===== src/rtl/umreu_pkg.sv =====
// ----------------------------------------------------------------------------
// umreu_pkg
// Types and constants shared by the register execute unit and its channels.
// ----------------------------------------------------------------------------
`default_nettype none

package umreu_pkg;

    localparam int REG_COUNT = 8;
    localparam int REG_AW    = $clog2(REG_COUNT);
    localparam int WORD_W    = 32;
    localparam int DIV_CW    = $clog2(WORD_W);

    // opcodes, instruction bits 31-28
    localparam logic [3:0] OP_CMOV    = 4'd0;
    localparam logic [3:0] OP_LOAD    = 4'd1;
    localparam logic [3:0] OP_STORE   = 4'd2;
    localparam logic [3:0] OP_ADD     = 4'd3;
    localparam logic [3:0] OP_MUL     = 4'd4;
    localparam logic [3:0] OP_DIV     = 4'd5;
    localparam logic [3:0] OP_NAND    = 4'd6;
    localparam logic [3:0] OP_HALT    = 4'd7;
    localparam logic [3:0] OP_MAP     = 4'd8;
    localparam logic [3:0] OP_ABANDON = 4'd9;
    localparam logic [3:0] OP_OUT     = 4'd10;
    localparam logic [3:0] OP_IN      = 4'd11;
    localparam logic [3:0] OP_LOADP   = 4'd12;
    localparam logic [3:0] OP_LDI     = 4'd13;

    // result kinds
    localparam logic [3:0] K_NONE     = 4'd0;
    localparam logic [3:0] K_OUT      = 4'd1;
    localparam logic [3:0] K_LOAD     = 4'd2;
    localparam logic [3:0] K_STORE    = 4'd3;
    localparam logic [3:0] K_MAP      = 4'd4;
    localparam logic [3:0] K_UNMAP    = 4'd5;
    localparam logic [3:0] K_LOADP    = 4'd6;
    localparam logic [3:0] K_HALT     = 4'd7;
    localparam logic [3:0] K_DIVFAULT = 4'd8;

    localparam logic ACT_EXEC  = 1'b0;
    localparam logic ACT_REPLY = 1'b1;

    typedef struct packed {
        logic              action;
        logic [WORD_W-1:0] instr_word;
        logic [7:0]        in_char;
        logic              in_eof;
        logic [REG_AW-1:0] reply_reg;
        logic [WORD_W-1:0] reply_value;
    } t_req;

    typedef struct packed {
        logic [3:0]        kind;
        logic [7:0]        char_out;
        logic [WORD_W-1:0] operand_a;
        logic [WORD_W-1:0] operand_b;
        logic [WORD_W-1:0] operand_c;
        logic [REG_AW-1:0] dest_reg;
    } t_rsp;

    typedef enum logic [2:0] {
        S_IDLE,
        S_RD_C,
        S_RD_A,
        S_EXEC,
        S_DIV,
        S_WRB,
        S_DONE
    } t_state;

endpackage

`default_nettype wire


===== src/rtl/umreu_req_if.sv =====
// ----------------------------------------------------------------------------
// umreu_req_if
// Request channel: instruction words and memory reply write-backs.
// ----------------------------------------------------------------------------
`default_nettype none

interface umreu_req_if;
    logic             valid;
    logic             ready;
    umreu_pkg::t_req  data;

    modport source (output valid, output data, input ready);
    modport sink   (input valid, input data, output ready);
endinterface

`default_nettype wire


===== src/rtl/umreu_rsp_if.sv =====
// ----------------------------------------------------------------------------
// umreu_rsp_if
// Result channel: one result per request.
// ----------------------------------------------------------------------------
`default_nettype none

interface umreu_rsp_if;
    logic             valid;
    logic             ready;
    umreu_pkg::t_rsp  data;

    modport source (output valid, output data, input ready);
    modport sink   (input valid, input data, output ready);
endinterface

`default_nettype wire


===== src/rtl/umreu_ram.sv =====
// ----------------------------------------------------------------------------
// umreu_ram
// Generic single write port, single read port RAM with registered read.
// ----------------------------------------------------------------------------
`default_nettype none

module umreu_ram #(
    parameter int WIDTH = 32,
    parameter int DEPTH = 8
) (
    input  wire logic                     i_clk,
    input  wire logic                     i_wr_en,
    input  wire logic [$clog2(DEPTH)-1:0] i_wr_addr,
    input  wire logic [WIDTH-1:0]         i_wr_data,
    input  wire logic [$clog2(DEPTH)-1:0] i_rd_addr,
    output logic      [WIDTH-1:0]         o_rd_data
);

    logic [WIDTH-1:0] r_mem [DEPTH];

    always_ff @(posedge i_clk) begin
        if (i_wr_en) begin
            r_mem[i_wr_addr] <= i_wr_data;
        end
        o_rd_data <= r_mem[i_rd_addr];
    end

endmodule

`default_nettype wire


===== src/rtl/um_register_execute_unit.sv =====
// ----------------------------------------------------------------------------
// um_register_execute_unit
// Register side of the 32-bit Universal Machine: eight registers, local ALU
// operations, memory and I/O operations reported as results.
// ----------------------------------------------------------------------------
// Usage:
//   i_req carries either an instruction word (action 0) or a memory reply
//   to be written into a register (action 1). Each request gives exactly one
//   result on o_rsp, in order. Load, store, map, unmap, load program, output,
//   halt and divide by zero are reported there; the caller answers loads and
//   maps with a write-back request to dest_reg.
//   A write-back request goes straight to the result. An instruction makes
//   three register reads through the single read port, then executes;
//   multiply and divide add a write-back step, divide first running one
//   quotient bit per cycle in its own subtractor. The unit takes the next
//   request in the cycle after the result is moved to the output register.
//   Results sit in an output register; a stalled receiver holds it while the
//   unit accepts and works on the next request, which then waits for the slot.
//   Reset (synchronous, active low) clears all registers to zero through
//   per-register valid bits and empties the output register.
// ----------------------------------------------------------------------------
`default_nettype none

module um_register_execute_unit (
    input  wire logic       i_clk,
    input  wire logic       i_rst_n,
    umreu_req_if.sink       i_req,
    umreu_rsp_if.source     o_rsp
);

    import umreu_pkg::*;

    t_state              r_state, n_state;
    t_req                r_item, n_item;
    logic [WORD_W-1:0]   r_vb, n_vb;
    logic [WORD_W-1:0]   r_vc, n_vc;
    logic [WORD_W-1:0]   r_acc, n_acc;
    logic [WORD_W-1:0]   r_rem, n_rem;
    logic [DIV_CW-1:0]   r_cnt, n_cnt;
    t_rsp                r_res, n_res;
    t_rsp                r_out;
    logic                r_out_valid, n_out_valid;
    logic [REG_COUNT-1:0] r_valid;
    logic [REG_AW-1:0]   r_rd_addr;

    logic                accept;
    logic                ld_out;
    logic                wr_en;
    logic [REG_AW-1:0]   wr_addr;
    logic [WORD_W-1:0]   wr_data;
    logic [REG_AW-1:0]   rd_addr;
    logic [WORD_W-1:0]   rd_data;
    logic [WORD_W-1:0]   rd_m;
    logic [3:0]          op;
    logic [REG_AW-1:0]   ra, rb, rc;
    logic [WORD_W-1:0]   mul_lo;
    logic [WORD_W:0]     trial;
    logic [WORD_W:0]     diff;

    umreu_ram #(
        .WIDTH (WORD_W),
        .DEPTH (REG_COUNT)
    ) u_regs (
        .i_clk     (i_clk),
        .i_wr_en   (wr_en),
        .i_wr_addr (wr_addr),
        .i_wr_data (wr_data),
        .i_rd_addr (rd_addr),
        .o_rd_data (rd_data)
    );

    assign rd_m   = r_valid[r_rd_addr] ? rd_data : '0;
    assign op     = r_item.instr_word[31:28];
    assign ra     = r_item.instr_word[8:6];
    assign rb     = r_item.instr_word[5:3];
    assign rc     = r_item.instr_word[2:0];
    assign mul_lo = r_vb * r_vc;
    assign trial  = {r_rem, r_acc[WORD_W-1]};
    assign diff   = trial - {1'b0, r_vc};

    assign accept       = i_req.valid && i_req.ready;
    assign i_req.ready  = (r_state == S_IDLE);
    assign o_rsp.valid  = r_out_valid;
    assign o_rsp.data   = r_out;

    always_comb begin
        n_state = r_state;
        n_item  = r_item;
        n_vb    = r_vb;
        n_vc    = r_vc;
        n_acc   = r_acc;
        n_rem   = r_rem;
        n_cnt   = r_cnt;
        n_res   = r_res;
        ld_out  = 1'b0;
        wr_en   = 1'b0;
        wr_addr = ra;
        wr_data = '0;
        rd_addr = rb;
        case (r_state)
            S_IDLE: begin
                rd_addr = i_req.data.instr_word[5:3];
                if (accept) begin
                    n_item = i_req.data;
                    n_res  = '0;
                    if (i_req.data.action == ACT_REPLY) begin
                        wr_en   = 1'b1;
                        wr_addr = i_req.data.reply_reg;
                        wr_data = i_req.data.reply_value;
                        n_state = S_DONE;
                    end else begin
                        n_state = S_RD_C;
                    end
                end
            end
            S_RD_C: begin
                n_vb    = rd_m;
                rd_addr = rc;
                n_state = S_RD_A;
            end
            S_RD_A: begin
                n_vc    = rd_m;
                rd_addr = ra;
                n_state = S_EXEC;
            end
            S_EXEC: begin
                n_res   = '0;
                n_state = S_DONE;
                case (op)
                    OP_CMOV: begin
                        wr_en   = (r_vc != '0);
                        wr_data = r_vb;
                    end
                    OP_LOAD: begin
                        n_res.kind      = K_LOAD;
                        n_res.operand_b = r_vb;
                        n_res.operand_c = r_vc;
                        n_res.dest_reg  = ra;
                    end
                    OP_STORE: begin
                        n_res.kind      = K_STORE;
                        n_res.operand_a = rd_m;
                        n_res.operand_b = r_vb;
                        n_res.operand_c = r_vc;
                    end
                    OP_ADD: begin
                        wr_en   = 1'b1;
                        wr_data = r_vb + r_vc;
                    end
                    OP_MUL: begin
                        n_acc   = mul_lo;
                        n_state = S_WRB;
                    end
                    OP_DIV: begin
                        if (r_vc == '0) begin
                            n_res.kind = K_DIVFAULT;
                        end else begin
                            n_acc   = r_vb;
                            n_rem   = '0;
                            n_cnt   = '1;
                            n_state = S_DIV;
                        end
                    end
                    OP_NAND: begin
                        wr_en   = 1'b1;
                        wr_data = ~(r_vb & r_vc);
                    end
                    OP_HALT: begin
                        n_res.kind = K_HALT;
                    end
                    OP_MAP: begin
                        n_res.kind      = K_MAP;
                        n_res.operand_c = r_vc;
                        n_res.dest_reg  = rb;
                    end
                    OP_ABANDON: begin
                        n_res.kind      = K_UNMAP;
                        n_res.operand_c = r_vc;
                    end
                    OP_OUT: begin
                        n_res.kind      = K_OUT;
                        n_res.char_out  = r_vc[7:0];
                        n_res.operand_c = r_vc;
                    end
                    OP_IN: begin
                        wr_en   = 1'b1;
                        wr_addr = rc;
                        wr_data = r_item.in_eof ? '1 : {{(WORD_W-8){1'b0}}, r_item.in_char};
                    end
                    OP_LOADP: begin
                        n_res.kind      = K_LOADP;
                        n_res.operand_b = r_vb;
                        n_res.operand_c = r_vc;
                    end
                    OP_LDI: begin
                        wr_en   = 1'b1;
                        wr_addr = r_item.instr_word[27:25];
                        wr_data = {7'b0, r_item.instr_word[24:0]};
                    end
                    default: begin
                    end
                endcase
            end
            S_DIV: begin
                // restoring divide, one quotient bit per cycle
                if (!diff[WORD_W]) begin
                    n_rem = diff[WORD_W-1:0];
                    n_acc = {r_acc[WORD_W-2:0], 1'b1};
                end else begin
                    n_rem = trial[WORD_W-1:0];
                    n_acc = {r_acc[WORD_W-2:0], 1'b0};
                end
                n_cnt = r_cnt - 1'b1;
                if (r_cnt == '0) begin
                    n_state = S_WRB;
                end
            end
            S_WRB: begin
                wr_en   = 1'b1;
                wr_data = r_acc;
                n_state = S_DONE;
            end
            S_DONE: begin
                if (!r_out_valid || o_rsp.ready) begin
                    ld_out  = 1'b1;
                    n_state = S_IDLE;
                end
            end
            default: begin
                n_state = S_IDLE;
            end
        endcase
        n_out_valid = ld_out || (r_out_valid && !o_rsp.ready);
    end

    always_ff @(posedge i_clk) begin
        if (!i_rst_n) begin
            r_state     <= S_IDLE;
            r_out_valid <= 1'b0;
            r_valid     <= '0;
        end else begin
            r_state     <= n_state;
            r_out_valid <= n_out_valid;
            if (wr_en) begin
                r_valid[wr_addr] <= 1'b1;
            end
        end
    end

    always_ff @(posedge i_clk) begin
        r_item    <= n_item;
        r_vb      <= n_vb;
        r_vc      <= n_vc;
        r_acc     <= n_acc;
        r_rem     <= n_rem;
        r_cnt     <= n_cnt;
        r_res     <= n_res;
        r_rd_addr <= rd_addr;
        if (ld_out) begin
            r_out <= r_res;
        end
    end

    a_divzero_no_write: assert property (@(posedge i_clk) disable iff (!i_rst_n)
        (r_state == S_EXEC && op == OP_DIV && r_vc == '0) |-> !wr_en)
        else $error("divide by zero wrote a register");

    a_reply_to_done: assert property (@(posedge i_clk) disable iff (!i_rst_n)
        (accept && i_req.data.action == ACT_REPLY) |=> (r_state == S_DONE))
        else $error("write-back did not go straight to result");

    a_div_end: assert property (@(posedge i_clk) disable iff (!i_rst_n)
        (r_state == S_DIV && r_cnt == '0) |=> (r_state == S_WRB))
        else $error("divider did not finish after last step");

endmodule

`default_nettype wire

===== src/flat_wrapper.sv =====
// flat-port wrapper written by rule: the top's interface ports become plain ports
module um_register_execute_unit_flat import umreu_pkg::*;
  (i_clk, i_rst_n, i_req_valid, i_req_data, i_req_ready, o_rsp_valid, o_rsp_data, o_rsp_ready);
  umreu_req_if i_req_i ();
  umreu_rsp_if o_rsp_i ();
  input  wire logic i_clk;
  input  wire logic i_rst_n;
  input wire logic [$bits(i_req_i.valid)-1:0] i_req_valid;
  input wire logic [$bits(i_req_i.data)-1:0] i_req_data;
  output wire logic [$bits(i_req_i.ready)-1:0] i_req_ready;
  output wire logic [$bits(o_rsp_i.valid)-1:0] o_rsp_valid;
  output wire logic [$bits(o_rsp_i.data)-1:0] o_rsp_data;
  input wire logic [$bits(o_rsp_i.ready)-1:0] o_rsp_ready;
  assign i_req_i.valid = i_req_valid;
  assign i_req_i.data = i_req_data;
  assign i_req_ready = i_req_i.ready;
  assign o_rsp_valid = o_rsp_i.valid;
  assign o_rsp_data = o_rsp_i.data;
  assign o_rsp_i.ready = o_rsp_ready;
  um_register_execute_unit u_core (.i_clk(i_clk), .i_rst_n(i_rst_n), .i_req(i_req_i), .o_rsp(o_rsp_i));
endmodule

===== config.mk =====
export PLATFORM = sky130hd
export DESIGN_NAME = um_register_execute_unit_flat
export DESIGN_NICKNAME = d
export VERILOG_FILES = /design/src/rtl/umreu_pkg.sv /design/src/rtl/umreu_req_if.sv /design/src/rtl/umreu_rsp_if.sv /design/src/rtl/umreu_ram.sv /design/src/rtl/um_register_execute_unit.sv /design/src/flat_wrapper.sv
export SDC_FILE = /design/constraint.sdc
export NUM_CORES = 2
export LEC_CHECK = 0
export BUFFER_PORTS_ARGS = -buffer_cell sky130_fd_sc_hd__buf_2
export CORE_MARGIN = 2
export CORE_UTILIZATION = 48
export CTS_CLUSTER_DIAMETER = 150
export DETAILED_ROUTE_END_ITERATION = 6
export GPL_TIMING_DRIVEN = 1
export PLACE_DENSITY = 0.64
export SLEW_MARGIN = 20
export SYNTH_ARGS = -nofsm -noshare
export SYNTH_HDL_FRONTEND = slang
export SYNTH_SLANG_ARGS = --single-unit

===== constraint.sdc =====
create_clock -name i_clk -period 11.45 [get_ports i_clk]
set_input_delay 0.5725 -clock i_clk [delete_from_list [all_inputs] [get_ports i_clk]]
set_output_delay 0.5725 -clock i_clk [all_outputs]
set_load 0.02 [all_outputs]

---- Word level (Yosys, flattened, before mapping) ----
Memories as Yosys holds them, arrays and structs flattened. A register that Yosys moved wholly into a read port is not among the register bits.
Cells that the tools add are included.
word-level totals
  bits in registers ....................... 411
  bits in writable memories ............... 256
  input port bits ......................... 81
  output and inout port bits .............. 113
  logic and storage cells ................. 133
  memories kept ........................... 1
memory list
  memory               words  width  read ports  clocked after memory_dff  wr ports  RTL line         source
  u_core.u_regs.r_mem  8      32     1           1                         1         umreu_ram.sv:19  logic [WIDTH-1:0] r_mem [DEPTH];
operators by class
  add/sub/neg operators ................... 3
  $mul .................................... 1
  magnitude comparators ................... 3
  eq/ne operators ......................... 26
  mux-type cells .......................... 50
  bitwise logic cells ..................... 3
  reductions and logical operators ........ 22
operator list
  cell                  number
  $mux W32              11
  $pmux W111 S2         1
  $pmux W32 S2          3
  $pmux W32 S5          1
  $mux W111             1
  $pmux W32 S3          1
  $sub A33 B32 Y33      1
  $add A32 B32 Y32      1
  $and A32 B32 Y32      1
  $logic_not A32 Y1     1
  $mul A32 B32 Y32      1
  $not A32 Y32          1
  $pmux W4 S8           1
  $reduce_bool A32 Y1   1
  $eq A4 B4 Y1 const B  6
  $pmux W3 S2           4
  $pmux W3 S7           1
  $mux W3               6
  $eq A4 B3 Y1 const B  4
  $mux W5               2
  $pmux W5 S2           1
  $eq A3 B3 Y1 const B  3
  $mux W1               9
  $pmux W3 S3           1
  other kinds (30)      45

---- Longest topological paths before layout ----
  depth after elaboration ................. 9
  gate-level depth with buffers ........... 28
  depth with buffers taken out ............ 26

---- By module ----
Synthesis repeated with hierarchy kept, for this count alone.
second synthesis, totals
  cell total of the unflattened synthesis .. 3,800
  area, all modules ....................... 45,711.3 um^2
modules (own cells, without submodules)
  module                    times used  cells an instance  area an instance (um^2)
  um_register_execute_unit  1           3,385              35,245.1
  umreu_ram                 1           415                10,466.3

---- Worst setup path after synthesis ----
No wires, ideal clock.
  path kind ............................... flip-flop to flip-flop
  from .................................... register u_core.r_vc[2]
  to ...................................... register u_core.r_acc[31] (data pin)
  library setup time ...................... 285 ps
  arrival ................................. 7,048 ps
  setup slack ............................. 4,117 ps
  stages on the path, launching flop included .. 25
  clock period less this slack ............ 7,333 ps
  cells stage by stage .................... edfxtp_1 clkbuf_1 clkbuf_1 and2_1 fa_1 inv_1 fa_1 fa_1 fa_1 inv_1 fa_1 fa_1 fa_1 fa_1 ha_1 a21o_1 a21o_1 a21o_1 or3_1 o31a_1 and2_1 or2_2 nand2_1 mux2_2 a41oi_1
between the ends
  word-level cells in the longest chain between the ends .. 3
ends and longest elaborated chain
  element                 RTL line                         source
  from (decl)             um_register_execute_unit.sv:36   logic [WORD_W-1:0] r_vc, n_vc;
  from (signal assigned)  um_register_execute_unit.sv:253  r_vc <= n_vc;
  $mul A32 B32 Y32        um_register_execute_unit.sv:77   assign mul_lo = r_vb * r_vc;
  $pmux W32 S2            um_register_execute_unit.sv:129  case (op)
  $pmux W32 S2            um_register_execute_unit.sv:100  case (r_state)
  via u_core.n_acc[31]    um_register_execute_unit.sv:37   logic [WORD_W-1:0] r_acc, n_acc;
  to (signal assigned)    um_register_execute_unit.sv:254  r_acc <= n_acc;
  to (decl)               um_register_execute_unit.sv:37
The timed path passes the listed nets, and every way through them passes these cells.
A chain may end at the register's enable or synchronous reset.

---- Worst setup path in the final report ----
  from .................................... register u_core.r_vc[8]
  to ...................................... register u_core.r_acc[31] (data pin)
Same word-level chain as after synthesis.

==> out/qor.csv <==
stage;metric;value;unit
status;status;complete, but fails checks;
status;violations in the final reports;design-rule violations;
global_routing;global-route wire length before repair;194.4;mm
clock_tree;number of buffers inserted to repair setup after CTS;0;
floorplan;initial cell density of the core;48.50;%
logic_synthesis;Warnings, synthesis;0;
place;count of input and output buffers;193;
clock_tree;H-Tree Level Count;3;
critical_path;Crit path arrival time;8.37;ns
clock_tree;number of buffers inserted for hold repair after clock tree synthesis;0;
critical_path;reg-to-reg slack, setup;3.45;ns
hold_path;startpoint of the lowest-slack hold path;i_req_data[35];
global_routing;met2 Track Usage GR;42.22;%
finish;filler cell count;8039;
critical_path;worst reg-to-reg path cell count;27;
sta;Setup Total Neg Slack;0;ns
global_routing;All-Layer GR Usage;26.97;%
critical_path;WP buf/inv;7;
route;via count;30171;
clock_tree;worst-skew pair later-pin latency;0.68;ns
logic_synthesis;top area cells in the synthesized netlist;sky130_fd_sc_hd__edfxtp_1, sky130_fd_sc_hd__fa_1, sky130_fd_sc_hd__ha_1;
place;final HPWL from detailed placement;87.88;mm
logic_synthesis;fraction of the yosys area taken by sequential cells;45.33;%
hold_path;hold crit path type;input pin to flop;
global_routing;remaining global-route overflow;0;
route;remaining number of nets flagged by the antenna check after routing;0;
route;Total Routed Length;128.8;mm
finish;number of nets in the layout;4624;
place;last weighted congestion value of the routability-driven placer;0.9588;
clock_tree;buffer type at the clock tree root;sky130_fd_sc_hd__clkbuf_16;
critical_path;startpoint kind of the worst setup timing path;flop;
global_routing;largest net degree at the start of global routing;80;
critical_path;kind of cell with the highest combined delay on the critical path;adder cells;
clock_tree;worst-case clock buffer depth;3;
critical_path;required time of the worst setup path;11.82;ns
critical_path;maximum fanout along the worst path;15;
logic_synthesis;area leader, netlist;sky130_fd_sc_hd__edfxtp_1;
global_routing;grt met1 use;36.72;%
sta;maximum clock frequency;125.1;MHz
critical_path;slowest cell on the critical path;sky130_fd_sc_hd__edfxtp_1;
logic_synthesis;syn nets;4471;
floorplan;Core Box Area;93330;sq um
floorplan;Die Area;96780;sq um
logic_synthesis;Syn Area/Cell;11.94;sq um
critical_path;most used cell, CP;sky130_fd_sc_hd__fa_1;
clock_tree;CTS tree;yes;
critical_path;Largest stage delay, worst path;0.95;ns
sta;Min Clock Period, post-route;7.996;ns
route;DRC violation count after routing;2;
floorplan;Die Width;311.1;um
logic_synthesis;area fraction of the dominant cell type after synthesis;43.25;%
floorplan;number of placed I/O pins;194;
sta;Clock Skews;0.02881;ns
global_routing;vias in the first global route;31160;
clock_tree;clock tree sinks;699;
global_routing;gr busiest metal;met2;
finish;final standard cell count with taps included and fillers excluded;5262;
clock_tree;cts bufs inserted;76;
floorplan;die height;311.1;um
logic_synthesis;Post-Syn Area;45270;sq um
logic_synthesis;post-synthesis async set-or-reset flop share;0;%
route;Iteration-0 DRC Markers;3140;
critical_path;R2R Path End;u_core.r_acc[31];
critical_path;startpoint-to-endpoint class of the critical path;flop to flop;
logic_synthesis;prevailing post-synth register cell;sky130_fd_sc_hd__edfxtp_1;
logic_synthesis;number of storage elements in the synthesis netlist;699;
critical_path;crit end category;flop;
sta;final setup vio count;0;
floorplan;number of placement rows;112;
finish;ratio of cells with drive above 1 in the final layout;13.60;%
finish;area added between synthesis and finish;11.43;%
route;detail-routed net length per standard cell;24.47;um
global_routing;met3 layer usage reported by global route;5.865;%
critical_path;first element of the critical path;u_core.r_vc[8];
sta;count of final max-slew check failures;0;
logic_synthesis;distinct cell type count of the synthesized netlist;71;
sta;transition time at the pin with the least slew margin;1.227;ns
hold_path;hold depth;1;
sta;Final Hold Viols;0;
critical_path;startpoint of the lowest-slack register-to-register path;u_core.r_vc[8];
route;number of iterations in the first detailed-routing pass;7;
route;average via count per standard cell;5.734;
sta;setup repair after global routing missed its margin;false;
sta;slew margin rel.;17.35;%
clock_tree;post-cts sizing count;0;
hold_path;worst-case hold path end point;u_core.r_item[35];
clock_tree;clock-pin slew reported for the worst setup and hold paths after clock tree synthesis;0.06;ns
logic_synthesis;count of flip-flops with a built-in enable after synthesis;652;
logic_synthesis;Synth Instances;3792;
run;number of max-cap violations;0;
place;number of instances in the placed design;5121;
sta;part of the cycle the worst path needs;69.83;%
global_routing;initial antenna violation count;4;
## synth_stat cells, drive strengths merged (6+ instances only)
master / number
nand4: 13
nor3: 62
mux2: 34
inv: 468
xnor2: 96
fa: 410
mux4: 66
o21a: 19
a21oi: 125
and3: 6
or3: 10
ha: 188
dfxtp: 47
o22ai: 6
a21o: 46
o2111ai: 12
buf: 25
nor2: 143
nand3: 42
a211oi: 16
nor2b: 14
and2: 338
or2: 8
a222oi: 9
a22oi: 42
nand2: 399
edfxtp: 652
nor4: 9
o21ai: 132
o211ai: 21
a31oi: 18
o21bai: 10
clkbuf: 178
o31ai: 6
nand2b: 18
a31o: 6
xor2: 37
a221oi: 8
## layer usage
metal	vias up	wire, um
met5	-	8
met4	2	5489
met3	310	12670
met2	1465	58350
met1	15207	52240
li1	13187	-
## metrics by stage
stage                     cell area (sq um)  hold WS (ns)  utilization [%]  worst slack, ns
final                                 50440       0.07185            54.05            3.454
after detailed placement              47850        0.4045            51.27            3.556
after CTS                             50430       0.04656            54.04            3.542
after global routing                  50440       0.04915            54.04            3.112
after global placement                47820        0.4023            51.24            3.533
after floorplan                       45270        0.4003                -            4.117
## cell families (layout without fill, tap and decap cells)
| family | count (synthesis) | after routing | share of synthesized area (%) |
|---|---|---|---|
| AOI/OAI and AO/OA | 514 | 514 | 7.361 |
| xor gates and xnor gates | 133 | 133 | 2.573 |
| adders and majority gates | 598 | 598 | 23.33 |
| buffers and inverters | 671 | 885 | 5.608 |
| DFF | 699 | 699 | 45.33 |
| muxes | 101 | 101 | 4.152 |
| other | 0 | 2 | 0 |
| and+or+nand+nor | 1076 | 1076 | 11.65 |
## registers in the layout, indices dropped and copies added (netlist names), 4 cells and up
signal                   cells
u_core.r_valid               8
u_core.r_vc                 32
u_core.r_acc                32
u_core.o_rsp.data          111
u_core.r_rem                32
u_core.r_vb                 32
u_core.r_item               37
u_core.op                    4
u_core.r_res               111
u_core.u_regs.o_rd_data     32
u_core.u_regs.r_mem        256
u_core.r_cnt                 5
## layout make-up
type,instances,area (sq um),share of cell area [%]
clock buffers,94,2031,4.026
repair buffers,278,1624,3.220
inverters,468,1757,3.483
diodes,2,5.005,0.009922
well taps,1254,1569,3.111
clock inverters,45,548.0,1.086
flip-flops and latches,699,20520,40.68
multi-input cells,2422,22390,44.38
## worst max-delay path by stage
stage	endpoint	cells after the start
after detailed placement	u_core.r_acc[31]	27
final	u_core.r_acc[31]	27
after floorplan	u_core.r_acc[31]	24
after global routing	u_core.r_acc[30]	24
after CTS	u_core.r_acc[31]	27
after global placement	u_core.r_acc[31]	27
## placed cells by master, fill, tap and decap left out, drive strengths merged, types with 27 or more instances in the layout
cell	netlist	final
mux4	66	66
fa	410	410
a21oi	125	125
nor3	62	62
clkbuf	178	94
o21ai	132	132
nand3	42	42
xnor2	96	96
inv	468	474
buf	25	278
mux2	34	34
ha	188	188
dfxtp	47	47
nor2	143	143
nand2	399	399
clkinv	0	27
edfxtp	652	652
and2	338	338
xor2	37	37
a22oi	42	42
a21o	46	46
## worst register-to-register path: cells and delay by family, from the launching register on
family	cells	cell delay [ns]
AND/OR/NAND/NOR	4	0.63
multiplexers	1	0.14
adder cells (fa/ha/maj)	10	4.13
AO/OA/AOI/OAI	5	1.07
flip-flops	1	0.95
buffers and inverters	7	0.80
Power is not shown: default switching activity piles up to over one toggle a cycle in this logic, so the estimate is an artifact.
